===== config.mk =====
export PLATFORM = sky130hd
export DESIGN_NAME = multi_queue_match_release_core_flat
export DESIGN_NICKNAME = d
export VERILOG_FILES = /design/src/rtl/core/mqmr_pkg.sv /design/src/rtl/core/mqmr_ifs.sv /design/src/rtl/core/mqmr_front.sv /design/src/rtl/core/mqmr_cmd_queue.sv /design/src/rtl/core/mqmr_back.sv /design/src/rtl/core/multi_queue_match_release_core.sv /design/src/flat_wrapper.sv
export SDC_FILE = /design/constraint.sdc
export NUM_CORES = 2
export LEC_CHECK = 0
export BUFFER_PORTS_ARGS = -buffer_cell sky130_fd_sc_hd__buf_4
export CORE_MARGIN = 3
export CORE_UTILIZATION = 55
export CTS_CLUSTER_SIZE = 14
export DETAILED_ROUTE_END_ITERATION = 6
export PLACE_DENSITY = 0.71
export SLEW_MARGIN = 10
export SYNTH_ARGS = -nofsm -noshare
export SYNTH_HDL_FRONTEND = slang
export SYNTH_HIERARCHICAL = 1
export SYNTH_SLANG_ARGS = --single-unit

===== constraint.sdc =====
create_clock -name clk -period 5.95 [get_ports clk]
set_input_delay 0.2975 -clock clk [delete_from_list [all_inputs] [get_ports clk]]
set_output_delay 0.2975 -clock clk [all_outputs]
set_load 0.01 [all_outputs]

===== src/rtl/core/mqmr_pkg.sv =====
// shared constants, command type and helpers for the multi-queue match release block
`timescale 1ns / 1ps
`default_nettype none
package mqmr_pkg;

  // fixed field widths
  localparam int ID_W       = 16;
  localparam int PORT_W     = 2;
  localparam int MS_W       = 4;
  localparam int QC_W       = 3;
  localparam int CFG_IDX_W  = 2;
  localparam int CFG_DATA_W = 8;

  // release size limit and its counter width
  localparam int MATCH_CAP  = 8;
  localparam int MI_W       = $clog2(MATCH_CAP);

  // defaults for the top level parameters
  localparam int NUM_QUEUES_DEF  = 4;
  localparam int QUEUE_DEPTH_DEF = 16;

  // command queue between front and back
  localparam int CMD_DEPTH = 4;

  // register indexes
  localparam logic [CFG_IDX_W-1:0] REG_MATCH_SIZE  = 2'd0;
  localparam logic [CFG_IDX_W-1:0] REG_QUEUE_COUNT = 2'd1;

  // register reset values
  localparam logic [MS_W-1:0] MS_RESET = 4'd1;
  localparam logic [QC_W-1:0] QC_RESET = 3'd2;

  // one command from front to back: a drop report or a release walk
  typedef struct packed {
    logic              drop;
    logic [ID_W-1:0]   id;
    logic [PORT_W-1:0] port;
  } cmd_t;

  // clamp the match size into 1 .. MATCH_CAP
  function automatic logic [MS_W-1:0] ms_clamp(input logic [MS_W-1:0] raw);
    logic [MS_W-1:0] res;
    if (raw == '0) begin
      res = MS_W'(1);
    end else if (int'(raw) > MATCH_CAP) begin
      res = MS_W'(MATCH_CAP);
    end else begin
      res = raw;
    end
    return res;
  endfunction

endpackage
`default_nettype wire


===== src/rtl/core/mqmr_ifs.sv =====
// handshake interfaces for arrivals, results and register writes
`timescale 1ns / 1ps
`default_nettype none

// arrival channel
interface mqmr_arrival_if;
  import mqmr_pkg::*;
  logic              valid;
  logic              ready;
  logic [ID_W-1:0]   entity_id;
  logic [PORT_W-1:0] input_port;
  modport source (output valid, entity_id, input_port, input ready);
  modport sink   (input valid, entity_id, input_port, output ready);
endinterface

// result channel
interface mqmr_result_if;
  import mqmr_pkg::*;
  logic              valid;
  logic              ready;
  logic [ID_W-1:0]   released_id;
  logic [PORT_W-1:0] source_queue;
  logic              last_of_release;
  logic              dropped;
  modport source (output valid, released_id, source_queue, last_of_release, dropped,
                  input ready);
  modport sink   (input valid, released_id, source_queue, last_of_release, dropped,
                  output ready);
endinterface

// register write channel
interface mqmr_cfg_if;
  import mqmr_pkg::*;
  logic                  valid;
  logic                  ready;
  logic [CFG_IDX_W-1:0]  index;
  logic [CFG_DATA_W-1:0] data;
  modport source (output valid, index, data, input ready);
  modport sink   (input valid, index, data, output ready);
endinterface

`default_nettype wire


===== src/rtl/core/mqmr_front.sv =====
// front end: takes arrivals, keeps per-queue counts, writes the store, issues commands
`timescale 1ns / 1ps
`default_nettype none
module mqmr_front #(
  parameter int NUM_QUEUES  = mqmr_pkg::NUM_QUEUES_DEF,
  parameter int QUEUE_DEPTH = mqmr_pkg::QUEUE_DEPTH_DEF,
  localparam int QIW = $clog2(NUM_QUEUES),
  localparam int QCW = $clog2(NUM_QUEUES + 1),
  localparam int AW  = $clog2(NUM_QUEUES * QUEUE_DEPTH)
) (
  input  wire logic                  clk,
  input  wire logic                  rst,
  mqmr_arrival_if.sink               arrival,
  input  wire logic [mqmr_pkg::MS_W-1:0] ms_eff,
  input  wire logic [QCW-1:0]        qc_eff,
  output logic                       cmd_valid,
  input  wire logic                  cmd_ready,
  output mqmr_pkg::cmd_t             cmd,
  output logic                       wr_en,
  output logic [AW-1:0]              wr_addr,
  output logic [mqmr_pkg::ID_W-1:0]  wr_data,
  input  wire logic                  pop_valid,
  input  wire logic [QIW-1:0]        pop_queue
);
  import mqmr_pkg::*;

  localparam int PW   = $clog2(QUEUE_DEPTH);
  localparam int CW   = $clog2(QUEUE_DEPTH + 1);
  localparam int CMPW = (CW > MS_W) ? CW : MS_W;

  // tail slot, logical count (after releases are decided) and slots physically in use
  logic [PW-1:0] tail [NUM_QUEUES];
  logic [CW-1:0] cnt  [NUM_QUEUES];
  logic [CW-1:0] occ  [NUM_QUEUES];

  logic [CW-1:0]  cnt_app [NUM_QUEUES];
  logic           active  [NUM_QUEUES];
  logic [QIW-1:0] port_idx;
  logic           port_ok;
  logic           full_log;
  logic           space;
  logic           drop;
  logic           accept;
  logic           append;
  logic           all_met;
  logic           match;

  // classify the arrival
  always_comb begin
    port_idx  = QIW'(arrival.input_port);
    port_ok   = QCW'(arrival.input_port) < qc_eff;
    full_log  = cnt[port_idx] == CW'(QUEUE_DEPTH);
    space     = occ[port_idx] != CW'(QUEUE_DEPTH);
    drop      = !port_ok || full_log;
    arrival.ready = cmd_ready && (drop || space);
    accept    = arrival.valid && arrival.ready;
    append    = accept && !drop;
  end

  // match check over the active queues after the append
  always_comb begin
    all_met = 1'b1;
    for (int q = 0; q < NUM_QUEUES; q++) begin
      cnt_app[q] = cnt[q] + CW'(append && (port_idx == QIW'(q)));
      active[q]  = QCW'(q) < qc_eff;
      if (active[q] && (CMPW'(cnt_app[q]) < CMPW'(ms_eff))) begin
        all_met = 1'b0;
      end
    end
    match = append && all_met;
  end

  // command and store write
  always_comb begin
    cmd_valid = accept && (drop || match);
    cmd.drop  = drop;
    cmd.id    = arrival.entity_id;
    cmd.port  = arrival.input_port;
    wr_en     = append;
    wr_addr   = AW'(port_idx) * AW'(QUEUE_DEPTH) + AW'(tail[port_idx]);
    wr_data   = arrival.entity_id;
  end

  // per-queue bookkeeping
  always_ff @(posedge clk) begin
    if (rst) begin
      for (int q = 0; q < NUM_QUEUES; q++) begin
        tail[q] <= '0;
        cnt[q]  <= '0;
        occ[q]  <= '0;
      end
    end else begin
      for (int q = 0; q < NUM_QUEUES; q++) begin
        if (match && active[q]) begin
          cnt[q] <= cnt_app[q] - CW'(ms_eff);
        end else begin
          cnt[q] <= cnt_app[q];
        end
        occ[q] <= occ[q] + CW'(append && (port_idx == QIW'(q)))
                         - CW'(pop_valid && (pop_queue == QIW'(q)));
      end
      if (append) begin
        if (tail[port_idx] == PW'(QUEUE_DEPTH - 1)) begin
          tail[port_idx] <= '0;
        end else begin
          tail[port_idx] <= tail[port_idx] + PW'(1);
        end
      end
    end
  end

endmodule
`default_nettype wire


===== src/rtl/core/mqmr_cmd_queue.sv =====
// short command queue between the front end and the release engine
`timescale 1ns / 1ps
`default_nettype none
module mqmr_cmd_queue (
  input  wire logic          clk,
  input  wire logic          rst,
  input  wire logic          in_valid,
  output logic               in_ready,
  input  wire mqmr_pkg::cmd_t in_data,
  output logic               out_valid,
  input  wire logic          out_ready,
  output mqmr_pkg::cmd_t     out_data
);
  import mqmr_pkg::*;

  localparam int PTR_W = $clog2(CMD_DEPTH);
  localparam int CNT_W = $clog2(CMD_DEPTH + 1);

  cmd_t             slots [CMD_DEPTH];
  logic [PTR_W-1:0] wr_ptr;
  logic [PTR_W-1:0] rd_ptr;
  logic [CNT_W-1:0] count;
  logic             push;
  logic             pop;

  // handshake
  always_comb begin
    in_ready  = count != CNT_W'(CMD_DEPTH);
    out_valid = count != '0;
    out_data  = slots[rd_ptr];
    push      = in_valid && in_ready;
    pop       = out_valid && out_ready;
  end

  // storage
  always_ff @(posedge clk) begin
    if (push) begin
      slots[wr_ptr] <= in_data;
    end
  end

  // pointers and count
  always_ff @(posedge clk) begin
    if (rst) begin
      wr_ptr <= '0;
      rd_ptr <= '0;
      count  <= '0;
    end else begin
      if (push) begin
        wr_ptr <= wr_ptr + PTR_W'(1);
      end
      if (pop) begin
        rd_ptr <= rd_ptr + PTR_W'(1);
      end
      count <= count + CNT_W'(push) - CNT_W'(pop);
    end
  end

endmodule
`default_nettype wire


===== src/rtl/core/mqmr_back.sv =====
// release engine: holds the entry store and head pointers, walks releases one result at a time
`timescale 1ns / 1ps
`default_nettype none
module mqmr_back #(
  parameter int NUM_QUEUES  = mqmr_pkg::NUM_QUEUES_DEF,
  parameter int QUEUE_DEPTH = mqmr_pkg::QUEUE_DEPTH_DEF,
  localparam int QIW = $clog2(NUM_QUEUES),
  localparam int QCW = $clog2(NUM_QUEUES + 1),
  localparam int AW  = $clog2(NUM_QUEUES * QUEUE_DEPTH)
) (
  input  wire logic                      clk,
  input  wire logic                      rst,
  input  wire logic                      cmd_valid,
  output logic                           cmd_ready,
  input  wire mqmr_pkg::cmd_t            cmd,
  input  wire logic                      wr_en,
  input  wire logic [AW-1:0]             wr_addr,
  input  wire logic [mqmr_pkg::ID_W-1:0] wr_data,
  input  wire logic [mqmr_pkg::MS_W-1:0] ms_eff,
  input  wire logic [QCW-1:0]            qc_eff,
  output logic                           pop_valid,
  output logic [QIW-1:0]                 pop_queue,
  mqmr_result_if.source                  result
);
  import mqmr_pkg::*;

  localparam int PW    = $clog2(QUEUE_DEPTH);
  localparam int DEPTH = NUM_QUEUES * QUEUE_DEPTH;

  typedef enum logic [2:0] {
    ST_IDLE  = 3'b001,
    ST_FETCH = 3'b010,
    ST_EMIT  = 3'b100
  } state_t;

  state_t            state;
  state_t            state_next;
  logic [ID_W-1:0]   mem [DEPTH];
  logic [ID_W-1:0]   rd_data;
  logic [PW-1:0]     head [NUM_QUEUES];
  logic [QIW-1:0]    q;
  logic [MI_W-1:0]   i;
  logic              is_drop;
  logic              last_flag;
  logic [ID_W-1:0]   drop_id;
  logic [PORT_W-1:0] res_q;
  logic [AW-1:0]     rd_addr;
  logic              i_last;
  logic              q_last;
  logic              take;

  // walk position
  always_comb begin
    take      = cmd_valid && cmd_ready;
    i_last    = MS_W'(i) == ms_eff - MS_W'(1);
    q_last    = QCW'(q) == qc_eff - QCW'(1);
    rd_addr   = AW'(q) * AW'(QUEUE_DEPTH) + AW'(head[q]);
    pop_valid = state == ST_FETCH;
    pop_queue = q;
    cmd_ready = state == ST_IDLE;
  end

  // sequencer
  always_comb begin
    state_next = state;
    unique case (state)
      ST_IDLE: begin
        if (cmd_valid) begin
          state_next = cmd.drop ? ST_EMIT : ST_FETCH;
        end
      end
      ST_FETCH: begin
        state_next = ST_EMIT;
      end
      ST_EMIT: begin
        if (result.ready) begin
          state_next = last_flag ? ST_IDLE : ST_FETCH;
        end
      end
      default: begin
        state_next = ST_IDLE;
      end
    endcase
  end

  // result beat from registers
  always_comb begin
    result.valid           = state == ST_EMIT;
    result.released_id     = is_drop ? drop_id : rd_data;
    result.source_queue    = res_q;
    result.last_of_release = last_flag;
    result.dropped         = is_drop;
  end

  // entry store, registered read
  always_ff @(posedge clk) begin
    if (wr_en) begin
      mem[wr_addr] <= wr_data;
    end
    if (state == ST_FETCH) begin
      rd_data <= mem[rd_addr];
    end
  end

  // payload registers
  always_ff @(posedge clk) begin
    if (take) begin
      drop_id <= cmd.id;
      res_q   <= cmd.port;
    end else if (state == ST_FETCH) begin
      res_q   <= PORT_W'(q);
    end
  end

  // control state and head pointers
  always_ff @(posedge clk) begin
    if (rst) begin
      state     <= ST_IDLE;
      q         <= '0;
      i         <= '0;
      is_drop   <= 1'b0;
      last_flag <= 1'b0;
      for (int k = 0; k < NUM_QUEUES; k++) begin
        head[k] <= '0;
      end
    end else begin
      state <= state_next;
      if (take) begin
        is_drop   <= cmd.drop;
        last_flag <= cmd.drop;
        q         <= '0;
        i         <= '0;
      end else if (state == ST_FETCH) begin
        last_flag <= i_last && q_last;
        if (head[q] == PW'(QUEUE_DEPTH - 1)) begin
          head[q] <= '0;
        end else begin
          head[q] <= head[q] + PW'(1);
        end
        if (i_last) begin
          i <= '0;
          q <= q + QIW'(1);
        end else begin
          i <= i + MI_W'(1);
        end
      end
    end
  end

endmodule
`default_nettype wire


===== src/rtl/core/multi_queue_match_release_core.sv =====
// top level of the multi-queue match release block
//
// Arrivals come in on the arrival channel (entity_id, input_port) and are appended
// to the queue of their port. When every active queue holds match_size entries, the
// block releases match_size entries from each active queue, queue 0 first, one beat
// per entity on the result channel; the final beat of a release has last_of_release
// set. An arrival on an inactive port or on a full queue gives one dropped beat.
// Registers are written on the cfg channel (index 0 match_size, 1 queue_count). The
// user must write them only while no arrival is in flight; the block itself does not
// enforce this. cfg.ready is always high. Throughput: the front end takes one
// arrival per cycle while its command queue has room and an appended arrival's
// queue has a free slot. Each command passes through the command queue; the release
// engine takes it in its idle state, then for each result beat reads the store
// (fetch) and offers it from the output register (emit); a drop skips the fetch.
// When the receiver stalls, the current beat holds; arrivals that cause no result
// keep being taken until the command queue fills or a queue's slots are still
// held by entries waiting to be read out.
// Reset empties all queues, sets match_size to 1 and queue_count to 2; the entry
// store needs no clearing since only written entries are ever read.
`timescale 1ns / 1ps
`default_nettype none
module multi_queue_match_release_core #(
  parameter int NUM_QUEUES  = mqmr_pkg::NUM_QUEUES_DEF,
  parameter int QUEUE_DEPTH = mqmr_pkg::QUEUE_DEPTH_DEF
) (
  input  wire logic     clk,
  input  wire logic     rst,
  mqmr_arrival_if.sink  arrival,
  mqmr_result_if.source result,
  mqmr_cfg_if.sink      cfg
);
  import mqmr_pkg::*;

  localparam int QIW = $clog2(NUM_QUEUES);
  localparam int QCW = $clog2(NUM_QUEUES + 1);
  localparam int AW  = $clog2(NUM_QUEUES * QUEUE_DEPTH);

  logic [MS_W-1:0] match_size;
  logic [QC_W-1:0] queue_count;
  logic [MS_W-1:0] ms_eff;
  logic [QCW-1:0]  qc_eff;

  logic            cmd_in_valid;
  logic            cmd_in_ready;
  cmd_t            cmd_in;
  logic            cmd_out_valid;
  logic            cmd_out_ready;
  cmd_t            cmd_out;
  logic            wr_en;
  logic [AW-1:0]   wr_addr;
  logic [ID_W-1:0] wr_data;
  logic            pop_valid;
  logic [QIW-1:0]  pop_queue;

  // register writes
  assign cfg.ready = 1'b1;

  always_ff @(posedge clk) begin
    if (rst) begin
      match_size  <= MS_RESET;
      queue_count <= QC_RESET;
    end else if (cfg.valid && cfg.ready) begin
      unique case (cfg.index)
        REG_MATCH_SIZE:  match_size  <= cfg.data[MS_W-1:0];
        REG_QUEUE_COUNT: queue_count <= cfg.data[QC_W-1:0];
        default: ;
      endcase
    end
  end

  // effective register values
  always_comb begin
    ms_eff = ms_clamp(match_size);
    if (queue_count == '0) begin
      qc_eff = QCW'(1);
    end else if (int'(queue_count) > NUM_QUEUES) begin
      qc_eff = QCW'(NUM_QUEUES);
    end else begin
      qc_eff = QCW'(queue_count);
    end
  end

  mqmr_front #(
    .NUM_QUEUES  (NUM_QUEUES),
    .QUEUE_DEPTH (QUEUE_DEPTH)
  ) u_front (
    .clk       (clk),
    .rst       (rst),
    .arrival   (arrival),
    .ms_eff    (ms_eff),
    .qc_eff    (qc_eff),
    .cmd_valid (cmd_in_valid),
    .cmd_ready (cmd_in_ready),
    .cmd       (cmd_in),
    .wr_en     (wr_en),
    .wr_addr   (wr_addr),
    .wr_data   (wr_data),
    .pop_valid (pop_valid),
    .pop_queue (pop_queue)
  );

  mqmr_cmd_queue u_cmd_queue (
    .clk       (clk),
    .rst       (rst),
    .in_valid  (cmd_in_valid),
    .in_ready  (cmd_in_ready),
    .in_data   (cmd_in),
    .out_valid (cmd_out_valid),
    .out_ready (cmd_out_ready),
    .out_data  (cmd_out)
  );

  mqmr_back #(
    .NUM_QUEUES  (NUM_QUEUES),
    .QUEUE_DEPTH (QUEUE_DEPTH)
  ) u_back (
    .clk       (clk),
    .rst       (rst),
    .cmd_valid (cmd_out_valid),
    .cmd_ready (cmd_out_ready),
    .cmd       (cmd_out),
    .wr_en     (wr_en),
    .wr_addr   (wr_addr),
    .wr_data   (wr_data),
    .ms_eff    (ms_eff),
    .qc_eff    (qc_eff),
    .pop_valid (pop_valid),
    .pop_queue (pop_queue),
    .result    (result)
  );

endmodule
`default_nettype wire


===== src/flat_wrapper.sv =====
// flat-port wrapper written by rule: the top's interface ports become plain ports
module multi_queue_match_release_core_flat import mqmr_pkg::*;
#(
  parameter int NUM_QUEUES  = mqmr_pkg::NUM_QUEUES_DEF,
  parameter int QUEUE_DEPTH = mqmr_pkg::QUEUE_DEPTH_DEF
)
  (clk, rst, arrival_valid, arrival_entity_id, arrival_input_port, arrival_ready, result_valid, result_released_id, result_source_queue, result_last_of_release, result_dropped, result_ready, cfg_valid, cfg_index, cfg_data, cfg_ready);
  mqmr_arrival_if arrival_i ();
  mqmr_result_if result_i ();
  mqmr_cfg_if cfg_i ();
  input  wire logic clk;
  input  wire logic rst;
  input wire logic [$bits(arrival_i.valid)-1:0] arrival_valid;
  input wire logic [$bits(arrival_i.entity_id)-1:0] arrival_entity_id;
  input wire logic [$bits(arrival_i.input_port)-1:0] arrival_input_port;
  output wire logic [$bits(arrival_i.ready)-1:0] arrival_ready;
  output wire logic [$bits(result_i.valid)-1:0] result_valid;
  output wire logic [$bits(result_i.released_id)-1:0] result_released_id;
  output wire logic [$bits(result_i.source_queue)-1:0] result_source_queue;
  output wire logic [$bits(result_i.last_of_release)-1:0] result_last_of_release;
  output wire logic [$bits(result_i.dropped)-1:0] result_dropped;
  input wire logic [$bits(result_i.ready)-1:0] result_ready;
  input wire logic [$bits(cfg_i.valid)-1:0] cfg_valid;
  input wire logic [$bits(cfg_i.index)-1:0] cfg_index;
  input wire logic [$bits(cfg_i.data)-1:0] cfg_data;
  output wire logic [$bits(cfg_i.ready)-1:0] cfg_ready;
  assign arrival_i.valid = arrival_valid;
  assign arrival_i.entity_id = arrival_entity_id;
  assign arrival_i.input_port = arrival_input_port;
  assign arrival_ready = arrival_i.ready;
  assign result_valid = result_i.valid;
  assign result_released_id = result_i.released_id;
  assign result_source_queue = result_i.source_queue;
  assign result_last_of_release = result_i.last_of_release;
  assign result_dropped = result_i.dropped;
  assign result_i.ready = result_ready;
  assign cfg_i.valid = cfg_valid;
  assign cfg_i.index = cfg_index;
  assign cfg_i.data = cfg_data;
  assign cfg_ready = cfg_i.ready;
  multi_queue_match_release_core #(.NUM_QUEUES(NUM_QUEUES), .QUEUE_DEPTH(QUEUE_DEPTH)) u_core (.clk(clk), .rst(rst), .arrival(arrival_i), .result(result_i), .cfg(cfg_i));
endmodule

==> flow_summary.toml <==
[status]
status = "finished clean"

[yosys]
syn_area_per_cell_sq_um = 16.5
yosysWarnings = 6
synthAdderAreaFrac_pct = 1.71
synth-async-reset-ratio_pct = 0
synth_cell_types = 72
syn_inst = 3128
synth-xor-area-share_pct = 0.815
synthMuxAreaShare_pct = 15.5
ys.flop_type = "edfxtp_1"
yosys.area_share.simple_pct = 4.35
synth_compound_area_share_pct = 3.87
synth-seq-cells = 1234
ys_seq_area_share_pct = 70.9
synth_edf_count = 1186
synth_area_sq_um = 51600
synth_top_family_by_area = "multiplexers"

[power]
p_leak_nw = 19.6
powerDensity_nw_per_um2 = 335
peakVddDrop_mv = 0.284

[run]
maxCapViolCount = 0

[floorplan]
die_h_um = 312
die_w_um = 312
core_area_sq_um = 92400
num_io_pins = 56
rows = 111
dieArea_sq_um = 97500
start_util_pct = 55.9

[drt]
viasPerCell = 6.03
wl_per_cell_um = 26.0
ant_nets = 0
totalWireLength_um = 119000
drt_iter0_markers = 2769
dr.pass1.iters = 5
via_count = 27600
drc = 0

[global_route]
antenna_found_initial = 5
grt_max_degree = 83
gr-total-overflow = 0
grt_pass1_vias = 27700
grt_pass1_wl_um = 176000
track_usage_pct = 24.2

[hold_path]
hold_path.class = "in -> reg"
whs_path_depth = 3

[cts]
root_buffer = "clkbuf_16"
cts.path.max_buffers = 3
clk_latency_ns = 0.71
cts_tree = "built"
numCtsBuffers = 120
path_clk_slew_ns = 0.06
cts_max_level = 3
clock_sinks = 1234

[timing]
tightestPinTransition_ns = 1.09
clock.fmax_mhz = 179
min_period_ns = 5.60
maxSlewViolCount = 0
rsz0062_at_grt = "no"
final.setup.tns_ns = 0
period_share_pct = 94.1
relSlewSlack_pct = 27.1
setup_viol_count_final = 0
hold_slack_ns = 0.105
final_hold_viol_count = 0
fin_worst_skew_ns = 0.0259

[setup_path]
cp.depth = 27
worstSetupPathType = "reg -> reg"
endpoint_kind = "flop"
critPathRequiredTime_ns = 6.57
crit_path_max_incr_delay_ns = 0.49
crit_fanout = 10
critPathTopFamily = "adder cells"
slowest_stage = "or3_4"
cp.arrival_ns = 6.22
cp_common_cell = "ha_1"
path_buf_inv = 4
worst_r2r_path_depth = 27
start_kind = "flop"

[placement]
post-dp-hpwl_um = 69400
port_buffers = 50
post_dp_cell_area_sq_um = 53300
gp_congestion = 0.861

[finish]
fill_cells = 6505
area_delta_synth_final_pct = 11.0
layout_common_cells = "edfxtp_1 (1186), mux2i_1 (662), nor2_1 (176), buf_4 (140), clkbuf_16 (121)"
stdcell_area_sq_um = 57300
final_nets = 3324
final_common_cell = "edfxtp_1"
drive_gt1_share_pct = 12.2
## per-layer routing
| layer | wire length (um) | vias to the layer above | global-route usage, % | part of all wire (%) |
|---|---|---|---|---|
| li1 | - | 12200 | - | - |
| met1 | 47800 | 14100 | 32.6 | 40 |
| met2 | 57600 | 1063 | 39.7 | 49 |
| met3 | 8620 | 200 | 4.02 | 7.3 |
| met4 | 4600 | 2 | 9.47 | 3.9 |
| met5 | 12 | - | 0 | 0.010 |
## report_power, final
part           total (mW)  internal [mW]  switching [mW]
Sequential           9.96           9.82           0.138
Clock                7.26           4.14            3.12
Combinational        1.98          0.762            1.22
Total                19.2           14.7            4.48
## final timing paths
| path | startpoint | endpoint | slack, ns |
|---|---|---|---|
| min | cfg_valid | u_core/queue_count[1] | 0.10 |
| max reg2reg | u_core/queue_count[1] | u_core/u_cmd_queue/count[2] | 0.35 |
| min reg2reg | u_core/match_size[2] | u_core/match_size[2] | 0.50 |
| max | u_core/queue_count[1] | u_core/u_cmd_queue/count[2] | 0.35 |
## cell families after synthesis
| group | after synthesis |
|---|---|
| AND/OR/NAND/NOR | 468 |
| AO/OA/AOI/OAI | 301 |
| multiplexers | 735 |
| adder cells (fa/ha/maj) | 65 |
| flip-flops | 1234 |
| XOR/XNOR | 48 |
| buffers and inverters | 275 |
| other | 2 |
## state kept, by name, summed over array words and instances, names as in the netlist, 16 cells and up, named ones only
| name | flops |
|---|---|
| u_core/u_front/cnt | 20 |
| u_core/u_front/occ | 20 |
| u_core/u_back/mem | 1024 |
| u_core/u_back/drop_id | 16 |
| u_core/u_cmd_queue/slots | 76 |
| u_core/u_back/rd_data | 16 |
| u_core/u_back/head | 16 |
| u_core/u_front/tail | 16 |
## worst min-delay path, delay by kind of cell
kind | cells | cell delay, ns
muxes | 1 | 0.10
buffers and inverters | 1 | 0.09
and+or+nand+nor | 1 | 0.27
## final cells by class
cell class / count / area, sq um / area share [%]
clock buffer: 148 / 3150 / 5.50
clock inverter: 72 / 631 / 1.10
timing repair buffer: 160 / 1350 / 2.36
multi-input combinational: 1638 / 13700 / 24.0
antenna: 1 / 2.50 / 0.00437
inverter: 72 / 278 / 0.485
tap: 1243 / 1560 / 2.72
sequential: 1234 / 36600 / 63.9
## per-stage QoR
stage          worst slack (ns)  utilization (%)  std cells  total power [mW]
3_5_place_dp             0.0590             57.8       4337              12.1
5_1_grt                  0.0151             62.0       4567              19.8
6_report                  0.350             62.0       4568              19.2
4_1_cts                   0.105             62.0       4567              19.3
2_1_floorplan             0.458                -       3147              11.5
3_3_place_gp              0.223             57.8       4337              12.0
## Yosys cell counts (9+ instances only)
master | instances | share of area [%]
edfxtp_1 | 1186 | 69
and4_1 | 17 | 0.29
mux2i_1 | 663 | 13
dfxtp_1 | 48 | 1.9
nor4_1 | 14 | 0.17
o21ai_0 | 63 | 0.61
xor2_1 | 29 | 0.49
nor3_1 | 12 | 0.12
o32ai_1 | 16 | 0.27
and2_1 | 10 | 0.12
o22ai_1 | 19 | 0.23
clkbuf_1 | 66 | 0.48
o211ai_1 | 64 | 0.93
nor2_1 | 180 | 1.3
mux4_2 | 32 | 1.4
nand2_1 | 104 | 0.76
nand2b_1 | 27 | 0.33
nor2b_1 | 21 | 0.25
a21o_1 | 10 | 0.15
buf_1 | 11 | 0.080
xnor2_1 | 19 | 0.32
buf_2 | 38 | 0.37
fa_1 | 9 | 0.35
nand3_1 | 51 | 0.49
ha_1 | 56 | 1.4
a21oi_1 | 68 | 0.66
a221oi_1 | 31 | 0.53
inv_1 | 70 | 0.51
buf_4 | 71 | 1.0
buf_6 | 15 | 0.33
mux2_2 | 26 | 0.57
mux4_1 | 13 | 0.66
## timing repair
| action | in CTS | in global routing |
|---|---|---|
| hold buffers | 10 | 0 |
| gates resized for setup | 0 | 7 |
| setup buffers | 0 | 0 |
| hold endpoints to repair | 16 | 0 |
| endpoints found under the setup margin | 0 | 2 |
Note: power is estimated with default switching activity, not from simulation.
